==> config.mk <==
export PLATFORM = sky130hd
export DESIGN_NAME = clock_frame_replacement_unit
export DESIGN_NICKNAME = d
export VERILOG_FILES = /design/src/rtl/cfr_pkg.sv /design/src/rtl/clock_frame_replacement_unit.sv /design/src/rtl/cfr_ram.sv
export SDC_FILE = /design/constraint.sdc
export NUM_CORES = 2
export LEC_CHECK = 0
export BUFFER_PORTS_ARGS = -buffer_cell sky130_fd_sc_hd__buf_2
export CAP_MARGIN = 40
export CORE_AREA = 2 2 578 580
export CTS_CLUSTER_DIAMETER = 30
export DETAILED_ROUTE_END_ITERATION = 8
export DIE_AREA = 0 0 580 582
export GPL_ROUTABILITY_DRIVEN = 0
export PLACE_DENSITY = 0.46
export SKIP_CTS_REPAIR_TIMING = 1
export SLEW_MARGIN = 20
export SYNTH_ARGS = -nofsm -noshare
export SYNTH_HDL_FRONTEND = slang
export SYNTH_SLANG_ARGS = --single-unit
==> constraint.sdc <==
create_clock -name clk -period 5.5 [get_ports clk]
set_input_delay 0.275 -clock clk [delete_from_list [all_inputs] [get_ports clk]]
set_output_delay 0.275 -clock clk [all_outputs]
set_load 0.01 [all_outputs]
==> src/rtl/cfr_pkg.sv <==
// Shared constants and types for the clock frame replacement unit.
// No dependencies; used by the top level and the entry RAM hookup.
`timescale 1ns / 1ps
`default_nettype none

package cfr_pkg;

    localparam int FRAMES  = 64;
    localparam int IDX_W   = $clog2(FRAMES);
    localparam int FUNC_W  = 2;
    localparam int FRAME_W = 6;
    localparam int OWNER_W = 8;
    localparam int PAGE_W  = 20;
    localparam int ENTRY_W = OWNER_W + PAGE_W;

    localparam logic [FUNC_W-1:0] FN_ALLOC = 2'd0;
    localparam logic [FUNC_W-1:0] FN_FREE  = 2'd1;
    localparam logic [FUNC_W-1:0] FN_TOUCH = 2'd2;

    typedef enum logic [4:0] {
        ST_IDLE  = 5'b00001,
        ST_SCAN  = 5'b00010,
        ST_SWEEP = 5'b00100,
        ST_READ  = 5'b01000,
        ST_DONE  = 5'b10000
    } state_t;

endpackage

`default_nettype wire

==> src/rtl/clock_frame_replacement_unit.sv <==
// Clock frame replacement unit: frame table with second-chance eviction.
// Depends on cfr_pkg and cfr_ram (owner/page entry store).
// Free and touch go straight to the result stage. Allocate with a free frame:
// takes f, the lowest free frame index (one frame checked a cycle).
// Allocate with eviction: a full scan, then s = hand steps (1..FRAMES+1);
// the hand walks one frame a cycle. One item at a time.
// Reset: all frames free, accessed bits clear, hand on the last frame.
`timescale 1ns / 1ps
`default_nettype none

module clock_frame_replacement_unit (
    input  wire logic                          clk,
    input  wire logic                          rst_n,
    input  wire logic                          req_valid,
    output logic                               req_stall,
    input  wire logic [cfr_pkg::FUNC_W-1:0]    func,
    input  wire logic [cfr_pkg::FRAME_W-1:0]   frame_index,
    input  wire logic [cfr_pkg::OWNER_W-1:0]   owner_id,
    input  wire logic [cfr_pkg::PAGE_W-1:0]    virtual_page,
    output logic                               rsp_valid,
    input  wire logic                          rsp_stall,
    output logic                               status,
    output logic      [cfr_pkg::FRAME_W-1:0]   granted_frame,
    output logic                               evicted,
    output logic      [cfr_pkg::OWNER_W-1:0]   victim_owner,
    output logic      [cfr_pkg::PAGE_W-1:0]    victim_page
);

    localparam logic [cfr_pkg::IDX_W-1:0] LAST_IDX = cfr_pkg::IDX_W'(cfr_pkg::FRAMES - 1);

    cfr_pkg::state_t state_reg, state_next;

    logic [cfr_pkg::FRAMES-1:0] in_use_reg, in_use_next;
    logic [cfr_pkg::FRAMES-1:0] acc_reg, acc_next;
    logic [cfr_pkg::IDX_W-1:0]  hand_reg, hand_next;
    logic [cfr_pkg::IDX_W-1:0]  scan_reg, scan_next;
    logic                       rsp_valid_reg, rsp_valid_next;

    // item payload and staged result
    logic [cfr_pkg::OWNER_W-1:0] owner_reg, owner_next;
    logic [cfr_pkg::PAGE_W-1:0]  page_reg, page_next;
    logic                        res_status_reg, res_status_next;
    logic [cfr_pkg::FRAME_W-1:0] res_granted_reg, res_granted_next;
    logic                        res_evicted_reg, res_evicted_next;
    logic [cfr_pkg::OWNER_W-1:0] res_vown_reg, res_vown_next;
    logic [cfr_pkg::PAGE_W-1:0]  res_vpage_reg, res_vpage_next;

    // output register
    logic                        out_status_reg, out_status_next;
    logic [cfr_pkg::FRAME_W-1:0] out_granted_reg, out_granted_next;
    logic                        out_evicted_reg, out_evicted_next;
    logic [cfr_pkg::OWNER_W-1:0] out_vown_reg, out_vown_next;
    logic [cfr_pkg::PAGE_W-1:0]  out_vpage_reg, out_vpage_next;

    logic [cfr_pkg::IDX_W-1:0]   hand_adv;
    logic [cfr_pkg::IDX_W-1:0]   req_idx;
    logic                        req_idx_ok;

    logic                        ram_we;
    logic [cfr_pkg::IDX_W-1:0]   ram_waddr;
    logic [cfr_pkg::ENTRY_W-1:0] ram_wdata;
    logic [cfr_pkg::ENTRY_W-1:0] ram_rdata;

    assign hand_adv   = (hand_reg == LAST_IDX) ? '0 : hand_reg + 1'b1;
    assign req_idx    = cfr_pkg::IDX_W'(frame_index);
    assign req_idx_ok = 32'(frame_index) < 32'(cfr_pkg::FRAMES);

    assign req_stall = (state_reg != cfr_pkg::ST_IDLE);

    cfr_ram #(
        .WIDTH (cfr_pkg::ENTRY_W),
        .DEPTH (cfr_pkg::FRAMES)
    ) u_entry_ram (
        .clk   (clk),
        .we    (ram_we),
        .waddr (ram_waddr),
        .wdata (ram_wdata),
        .raddr (hand_adv),
        .rdata (ram_rdata)
    );

    always_comb
    begin
        state_next       = state_reg;
        in_use_next      = in_use_reg;
        acc_next         = acc_reg;
        hand_next        = hand_reg;
        scan_next        = scan_reg;
        rsp_valid_next   = rsp_valid_reg;
        owner_next       = owner_reg;
        page_next        = page_reg;
        res_status_next  = res_status_reg;
        res_granted_next = res_granted_reg;
        res_evicted_next = res_evicted_reg;
        res_vown_next    = res_vown_reg;
        res_vpage_next   = res_vpage_reg;
        out_status_next  = out_status_reg;
        out_granted_next = out_granted_reg;
        out_evicted_next = out_evicted_reg;
        out_vown_next    = out_vown_reg;
        out_vpage_next   = out_vpage_reg;
        ram_we           = 1'b0;
        ram_waddr        = hand_reg;
        ram_wdata        = {owner_reg, page_reg};

        if (rsp_valid_reg && !rsp_stall)
        begin
            rsp_valid_next = 1'b0;
        end

        unique case (state_reg)
            cfr_pkg::ST_IDLE:
            begin
                if (req_valid)
                begin
                    owner_next       = owner_id;
                    page_next        = virtual_page;
                    res_status_next  = 1'b0;
                    res_granted_next = frame_index;
                    res_evicted_next = 1'b0;
                    res_vown_next    = '0;
                    res_vpage_next   = '0;
                    state_next       = cfr_pkg::ST_DONE;
                    unique case (func)
                        cfr_pkg::FN_ALLOC:
                        begin
                            scan_next  = '0;
                            state_next = cfr_pkg::ST_SCAN;
                        end
                        cfr_pkg::FN_FREE:
                        begin
                            if (req_idx_ok && in_use_reg[req_idx])
                            begin
                                in_use_next[req_idx] = 1'b0;
                                acc_next[req_idx]    = 1'b0;
                            end
                            else
                            begin
                                res_status_next = 1'b1;
                            end
                        end
                        cfr_pkg::FN_TOUCH:
                        begin
                            if (req_idx_ok && in_use_reg[req_idx])
                            begin
                                acc_next[req_idx] = 1'b1;
                            end
                        end
                        default:
                        begin
                            // undefined function: no operation
                        end
                    endcase
                end
            end
            cfr_pkg::ST_SCAN:
            begin
                if (!in_use_reg[scan_reg])
                begin
                    in_use_next[scan_reg] = 1'b1;
                    acc_next[scan_reg]    = 1'b0;
                    ram_we                = 1'b1;
                    ram_waddr             = scan_reg;
                    res_granted_next      = cfr_pkg::FRAME_W'(scan_reg);
                    state_next            = cfr_pkg::ST_DONE;
                end
                else if (scan_reg == LAST_IDX)
                begin
                    state_next = cfr_pkg::ST_SWEEP;
                end
                else
                begin
                    scan_next = scan_reg + 1'b1;
                end
            end
            cfr_pkg::ST_SWEEP:
            begin
                // every frame is in use here; entry at hand_adv is read this cycle
                hand_next = hand_adv;
                if (in_use_reg[hand_adv] && acc_reg[hand_adv])
                begin
                    acc_next[hand_adv] = 1'b0;
                end
                else
                begin
                    state_next = cfr_pkg::ST_READ;
                end
            end
            cfr_pkg::ST_READ:
            begin
                res_evicted_next    = 1'b1;
                res_vown_next       = ram_rdata[cfr_pkg::ENTRY_W-1:cfr_pkg::PAGE_W];
                res_vpage_next      = ram_rdata[cfr_pkg::PAGE_W-1:0];
                res_granted_next    = cfr_pkg::FRAME_W'(hand_reg);
                in_use_next[hand_reg] = 1'b1;
                acc_next[hand_reg]  = 1'b0;
                ram_we              = 1'b1;
                ram_waddr           = hand_reg;
                state_next          = cfr_pkg::ST_DONE;
            end
            cfr_pkg::ST_DONE:
            begin
                if (!rsp_valid_reg || !rsp_stall)
                begin
                    out_status_next  = res_status_reg;
                    out_granted_next = res_granted_reg;
                    out_evicted_next = res_evicted_reg;
                    out_vown_next    = res_vown_reg;
                    out_vpage_next   = res_vpage_reg;
                    rsp_valid_next   = 1'b1;
                    state_next       = cfr_pkg::ST_IDLE;
                end
            end
            default:
            begin
                state_next = cfr_pkg::ST_IDLE;
            end
        endcase
    end

    always_ff @(posedge clk or negedge rst_n)
    begin
        if (!rst_n)
        begin
            state_reg     <= cfr_pkg::ST_IDLE;
            in_use_reg    <= '0;
            acc_reg       <= '0;
            hand_reg      <= LAST_IDX;
            scan_reg      <= '0;
            rsp_valid_reg <= 1'b0;
        end
        else
        begin
            state_reg     <= state_next;
            in_use_reg    <= in_use_next;
            acc_reg       <= acc_next;
            hand_reg      <= hand_next;
            scan_reg      <= scan_next;
            rsp_valid_reg <= rsp_valid_next;
        end
    end

    always_ff @(posedge clk)
    begin
        owner_reg       <= owner_next;
        page_reg        <= page_next;
        res_status_reg  <= res_status_next;
        res_granted_reg <= res_granted_next;
        res_evicted_reg <= res_evicted_next;
        res_vown_reg    <= res_vown_next;
        res_vpage_reg   <= res_vpage_next;
        out_status_reg  <= out_status_next;
        out_granted_reg <= out_granted_next;
        out_evicted_reg <= out_evicted_next;
        out_vown_reg    <= out_vown_next;
        out_vpage_reg   <= out_vpage_next;
    end

    assign rsp_valid     = rsp_valid_reg;
    assign status        = out_status_reg;
    assign granted_frame = out_granted_reg;
    assign evicted       = out_evicted_reg;
    assign victim_owner  = out_vown_reg;
    assign victim_page   = out_vpage_reg;

endmodule

`default_nettype wire

==> src/rtl/cfr_ram.sv <==
// Generic single write port, single read port RAM with registered read data.
// No dependencies.
`timescale 1ns / 1ps
`default_nettype none

module cfr_ram #(
    parameter int WIDTH = 8,
    parameter int DEPTH = 16
) (
    input  wire logic                     clk,
    input  wire logic                     we,
    input  wire logic [$clog2(DEPTH)-1:0] waddr,
    input  wire logic [WIDTH-1:0]         wdata,
    input  wire logic [$clog2(DEPTH)-1:0] raddr,
    output logic      [WIDTH-1:0]         rdata
);

    logic [WIDTH-1:0] mem [DEPTH];
    logic [WIDTH-1:0] rdata_reg;

    always_ff @(posedge clk)
    begin
        if (we)
        begin
            mem[waddr] <= wdata;
        end
        rdata_reg <= mem[raddr];
    end

    assign rdata = rdata_reg;

endmodule

`default_nettype wire

-- Yosys cells after proc, flatten, opt, wreduce, memory -nomap -nowiden
Memory sizes are Yosys's and may differ from the RTL's. A register that Yosys moved wholly into a read port is not among the register bits.
Index checks and enable logic that the tools add are counted.
- RAM bits: 1792
- input port bits: 40
- bits in read-only memories: 0
- register bits: 246
- memories: 1
- latch bits: 0
- reductions and logical operators: 22
- $add $sub $neg: 2
- multiply operators: 0
- bitwise operators: 12
- equality and inequality tests: 24
- muxes and demuxes: 60
- $lt $le $gt $ge: 8
- shifts and indexed selects: 0
- divide/modulo/power cells: 0
- memory list (memory ; words ; bits a word ; read ports ; clocked after memory_dff ; write ports ; RTL line ; RTL):
    u_entry_ram.mem ; 64 ; 28 ; 1 ; 1 ; 1 ; cfr_ram.sv:18 ; logic [WIDTH-1:0] mem [DEPTH];
- operator list (operator ; count):
    64-bit two-way mux ; 9
    64-bit AND ; 5
    64-bit NOT ; 4
    64-bit case mux with 4 select lines ; 1
    64-bit bitwise OR ; 3
    64-bit case mux with 3 select lines ; 1
    64-bit case mux with 2 select lines ; 1
    6-bit two-way mux ; 9
    20-bit case mux with 2 select lines ; 1
    5-bit two-way mux ; 6
    6-bit by 7-bit < comparator with 1-bit output, second input constant ; 4
    5-bit case mux with 5 select lines ; 1
    1-bit binary-select mux with 6-bit select ; 4
    1-bit demux with 6-bit select ; 4
    6-bit by 1-bit >= comparator with 1-bit output, second input constant ; 4
    20-bit two-way mux ; 1
    6-bit case mux with 3 select lines ; 1
    1-bit two-way mux ; 16
    2-bit != test, second input constant ; 8
    8-bit case mux with 2 select lines ; 1
    6-bit by 1-bit adder with 6-bit output, second input constant ; 2
    6-bit == test, second input constant ; 2
    6-bit case mux with 2 select lines ; 1
    5-bit AND reduction ; 2
    other kinds (24) ; 37

-- Longest topological paths before layout
- word-level depth: 10
- mapped depth: 16

-- By module
A second synthesis with hierarchy kept.
- cell total of the unflattened synthesis: 4904
- area total of the unflattened synthesis: 84994.0 µm²
- modules (own cells, without submodules) (module ; area each (µm²) ; times used ; seq. area each (µm²) ; cells each):
    cfr_ram ; 69193.9 ; 1 ; 54372.1 ; 3105
    clock_frame_replacement_unit ; 15800.2 ; 1 ; 6665.1 ; 1799

-- Worst setup path after synthesis
OpenSTA, ideal clock, no wires.
- path kind: register -> register
- start point: register scan_reg[0] in the netlist's numbering
- end point: memory u_entry_ram.mem[58][0] in the netlist's numbering, enable pin
- required time: 5.085 ns
- arrival time: 3.745 ns
- buffers on the path: 3
- clock period less this slack: 4.160 ns
- setup time: 0.415 ns
- stages on the path, launching flop included: 11
- path slack: 1.340 ns
- path through: dfrtp_1 -> buf_2 -> buf_6 -> mux4_2 -> mux2i_1 -> o221ai_2 -> nor4_1 -> nand2_1 -> buf_2 -> o22a_1 -> nor2_1
- word-level cells in the longest chain between the ends: 6
- elaborated cells between the ends (all ways): 8
- those cells by class: mux: 8
- ends and longest elaborated chain (element ; RTL line ; RTL):
    start: declaration ; clock_frame_replacement_unit.sv:36 ; logic [cfr_pkg::IDX_W-1:0] scan_reg, scan_next;
    start signal: assignment ; clock_frame_replacement_unit.sv:238 ; scan_reg <= scan_next;
    1-bit binary-select mux with 6-bit select ; clock_frame_replacement_unit.sv:158 ; if (!in_use_reg[scan_reg])
    1-bit two-way mux (implied by the code) ; clock_frame_replacement_unit.sv:158 ;
    1-bit two-way mux ; clock_frame_replacement_unit.sv:158 ;
    1-bit case mux with 2 select lines ; clock_frame_replacement_unit.sv:111 ; unique case (state_reg)
    1-bit two-way mux ; cfr_ram.sv:23 ; if (we)
    1-bit two-way mux (implied by the code) ; cfr_ram.sv:25 ; mem[waddr] <= wdata;
    end: declaration ; cfr_ram.sv:18 ;
Several ways; a longest one is shown, not always the timed one. The select of a mux whose other input is x is not followed.

-- Worst setup path after layout
- start point: register hand_reg[3] in the netlist's numbering
- end point: register u_entry_ram.rdata_reg[26], in the netlist u_entry_ram.rdata[26] (read register of u_entry_ram.mem)
- word-level cells in the longest chain between the ends: 2
- elaborated cells between the ends (all ways): 3
- those cells by class: add/sub: 1; eq/ne: 1; mux: 1
- ends and longest elaborated chain (element ; RTL line ; RTL):
    start: declaration ; clock_frame_replacement_unit.sv:35 ; logic [cfr_pkg::IDX_W-1:0] hand_reg, hand_next;
    start signal: assignment ; clock_frame_replacement_unit.sv:237 ; hand_reg <= hand_next;
    6-bit by 1-bit adder with 6-bit output or 6-bit == test (tied branches) ; clock_frame_replacement_unit.sv:64 ; assign hand_adv = (hand_reg == LAST_IDX) ? '0 : hand_reg + 1'b1;
    6-bit two-way mux (*) ; clock_frame_replacement_unit.sv:64 ;
    end: declaration ; cfr_ram.sv:19 ; logic [WIDTH-1:0] rdata_reg;
Every way passes the cells marked *; elsewhere a longest branch is shown, timed or not.
A chain may end at the register's enable or synchronous reset.

==> flow_summary.toml <==
[synth]
ys_types = 86
synthCells = 5850
synth_top_cell_area_share = 0.6628
ys_seq_area_frac = 0.7121
async_flop_share = 0.07067
synth.avg_cell_area_um2 = 14.65
synth-edff-count = 1892
yosys_warnings = 0
synth_nets = 5892
synth_seq_cells = 2066
netlist_top_cells_area = "edfxtp_1 (66%), mux2i_1 (4.2%), dfrtp_1 (4.1%)"
yosysTopAreaCell = "edfxtp_1"
syn_area_um2 = 85720
ys_dominant_reg_cell = "edfxtp_1"

[placement]
dpl_worst_slack_ps = 677.0
dp.cells = 10240
dpl.hpwl_um = 205700
portBuffers = 77

[finish]
drive_gt1_frac = 0.2298
stdcell_count = 11140
largest_reg_flops = 1792
syn2layout_area_growth_pct = 28.57
nets = 6393
utilization = 0.3321

[routing]
firstDrtPassIters = 7
drt-vias-per-instance = 5.281
dr_total_vias = 58840
drtAntennaViolNets = 0
drc_errors = 0
drt_iter0_drc = 7892
routed_wirelength_um = 339300
wl_per_cell_um = 30.45

[worst_setup_path]
path_buf_inv = 3
end_kind = "flop"
path_common_cell = "buf_12"
crit_path_max_incr_delay_ps = 840
crit_fanout = 36
worst_ep_arrival_time_ps = 5730
crit_slowest_cell = "dfstp_2"
critPathRequiredTime_ps = 6270
crit_type = "reg -> reg"
cp-start-kind = "flop"
critPathTopFamily = "compound AO/OA/AOI/OAI gates"
worstPathCellList = "nand3_1, o21ai_4, buf_12, buf_12, buf_12, mux4_2, a211oi_1, nor3_1, or4_1"

[global_routing]
gr-total-overflow = 0
grtUsageTotal = 0.1943
grt_pass1_wl_um = 465900
grt_pass1_vias = 56010
grt_max_degree = 108
antenna_found_initial = 43

[run]
cap_viol_max_count = 0

[clock_tree]
clk_pin_slew_ps = 50
insertion_delay_ps = 940
htreeDepth = 5
clk_path_buf_depth = 4
cts_tree = "done"
cts_made_buffers = 450
cts_root_buffer = "clkbuf_16"
cts.sinks = 2066

[floorplan]
start_util = 0.2583
die_w_um = 580
core_um2 = 331800
rows = 212
die_height_um = 582
die-area_um2 = 337600
pin_count = 78

[hold_path]
hp-class = "in -> async"

[timing]
hold_viol = 0
setup_viol = 0
grt_setup_unrepaired = "false"
fin_ws_ps = 541.1
fmax_mhz = 201.7
tightestPinTransition_ps = 1091
tns_ps = 0
slew_headroom = 0.2653
skew_ps = 75.66
fin_crit_sh = 0.9016
slew_violations = 0
min_period_ps = 4959

[pwr]
leakagePower_nw = 36.51
vdd.ir_drop.worst_v = 0.0003010
cellPowerDensity_nw_per_um2 = 430.8

[status]
status = "finished, final reports clean"
==> synthesized netlist by cell type, types with 10 or more instances <==
cell / number
buf_4: 24
nand2_1: 624
o221a_1: 23
nand3b_1: 12
a221oi_1: 57
mux2_2: 38
o221a_2: 34
a22o_1: 66
mux2i_1: 357
a22oi_1: 59
nand4_1: 20
a21o_1: 14
buf_2: 152
and2_1: 37
nand3_1: 172
a211oi_1: 56
or3_1: 43
edfxtp_1: 1892
a311oi_1: 33
nor3_1: 47
o221ai_1: 47
o22ai_1: 171
or4_1: 19
o31ai_1: 16
a211o_1: 38
o22a_1: 17
dfxtp_1: 28
buf_1: 58
and3_1: 15
a21oi_1: 431
o21ai_0: 336
dfrtp_1: 139
nor2_1: 201
nand2b_1: 10
clkbuf_1: 207
a31o_2: 17
mux4_2: 124
a31oi_1: 33
nor2b_1: 33
or2_2: 12
==> logic make-up after synthesis <==
kind of cell	Yosys count	synth area share
AOI/OAI and AO/OA	1519	0.1159
xor gates and xnor gates	8	0.001036
adders and majority gates	2	0.0002919
buffers and inverters	459	0.02389
DFF	2066	0.7121
muxes	520	0.07939
and+or+nand+nor	1276	0.06742
==> final timing paths <==
path                                   start                     to  slack, ps  cells past startpoint
setup reg to reg                 hand_reg[3]  u_entry_ram.rdata[26]        540                      9
setup / recovery                 hand_reg[3]  u_entry_ram.rdata[26]        540                      9
min in group clk                     func[0]         res_status_reg         70                      3
hold reg to reg            res_vpage_reg[15]        victim_page[15]        410                      0
hold / removal                         rst_n           state_reg[1]        0.4                      3
max in group asynchronous              rst_n            hand_reg[4]       4920                      4
==> metal layers <==
layer | vias up | GRT usage | wire length (um)
li1 | 24280 | - | -
met1 | 30540 | 0.2732 | 145500
met4 | 8 | 0.06397 | 11690
met3 | 647 | 0.04213 | 31270
met5 | - | 0 | 46
met2 | 3367 | 0.2962 | 150800
==> report_power, final <==
group	total [mW]	internal (mW)	switching [mW]
registers	18.1	18.0	0.127
clock network	26.9	18.2	8.69
logic	2.47	0.519	1.95
total	47.5	36.7	10.8
==> worst register-to-register path: stages (launching register included) <==
cell      delay, ps
dfstp_2         840
nand3_1         430
o21ai_4         630
buf_12          290
buf_12          220
buf_12          320
mux4_2          540
a211oi_1        780
nor3_1          270
or4_1           530
==> cell usage in the layout, fill, tap and decap left out, types with 36 or more instances in the layout <==
| cell type | instances |
|---|---|
| buf_2 | 80 |
| nand2_1 | 618 |
| or3_1 | 43 |
| dfrtp_1 | 139 |
| nor2_4 | 69 |
| mux2i_1 | 356 |
| a22oi_1 | 58 |
| o221ai_1 | 47 |
| mux4_2 | 124 |
| bufinv_16 | 65 |
| clkbuf_16 | 453 |
| a211oi_1 | 54 |
| a221oi_1 | 57 |
| o21ai_0 | 336 |
| clkinvlp_4 | 47 |
| clkinv_2 | 94 |
| clkbuf_1 | 56 |
| mux2_2 | 38 |
| clkinv_1 | 62 |
| buf_12 | 70 |
| nor3_1 | 39 |
| and2_1 | 36 |
| o22ai_1 | 171 |
| a211o_1 | 38 |
| nor2_1 | 129 |
| a22o_1 | 66 |
| buf_4 | 288 |
| nand3_1 | 172 |
| edfxtp_1 | 1892 |
| a21oi_1 | 428 |
==> area by class of cell <==
| class | instances | area (um^2) |
|---|---|---|
| Clock inverter | 314 | 3536 |
| Fill cell | 32000 | 221600 |
| Clock buffer | 524 | 11750 |
| Sequential cell | 2066 | 61040 |
| Inverter | 12 | 47.55 |
| Tap cell | 4387 | 5489 |
| Timing Repair Buffer | 496 | 4893 |
| Antenna cell | 18 | 45.04 |
| Multi-Input combinational cell | 3325 | 23400 |
==> metrics by stage <==
step	hold slack (ps)	power, mW	instance area [um^2]
4_1_cts	-712.2	47.66	109500
3_3_place_gp	402.4	20.58	93480
6_report	0.3991	47.48	110200
2_1_floorplan	-20.59	19.32	85720
3_5_place_dp	213.4	20.75	94210
5_1_grt	0.9674	48.70	110200
Power figures use the tool's default switching activity.
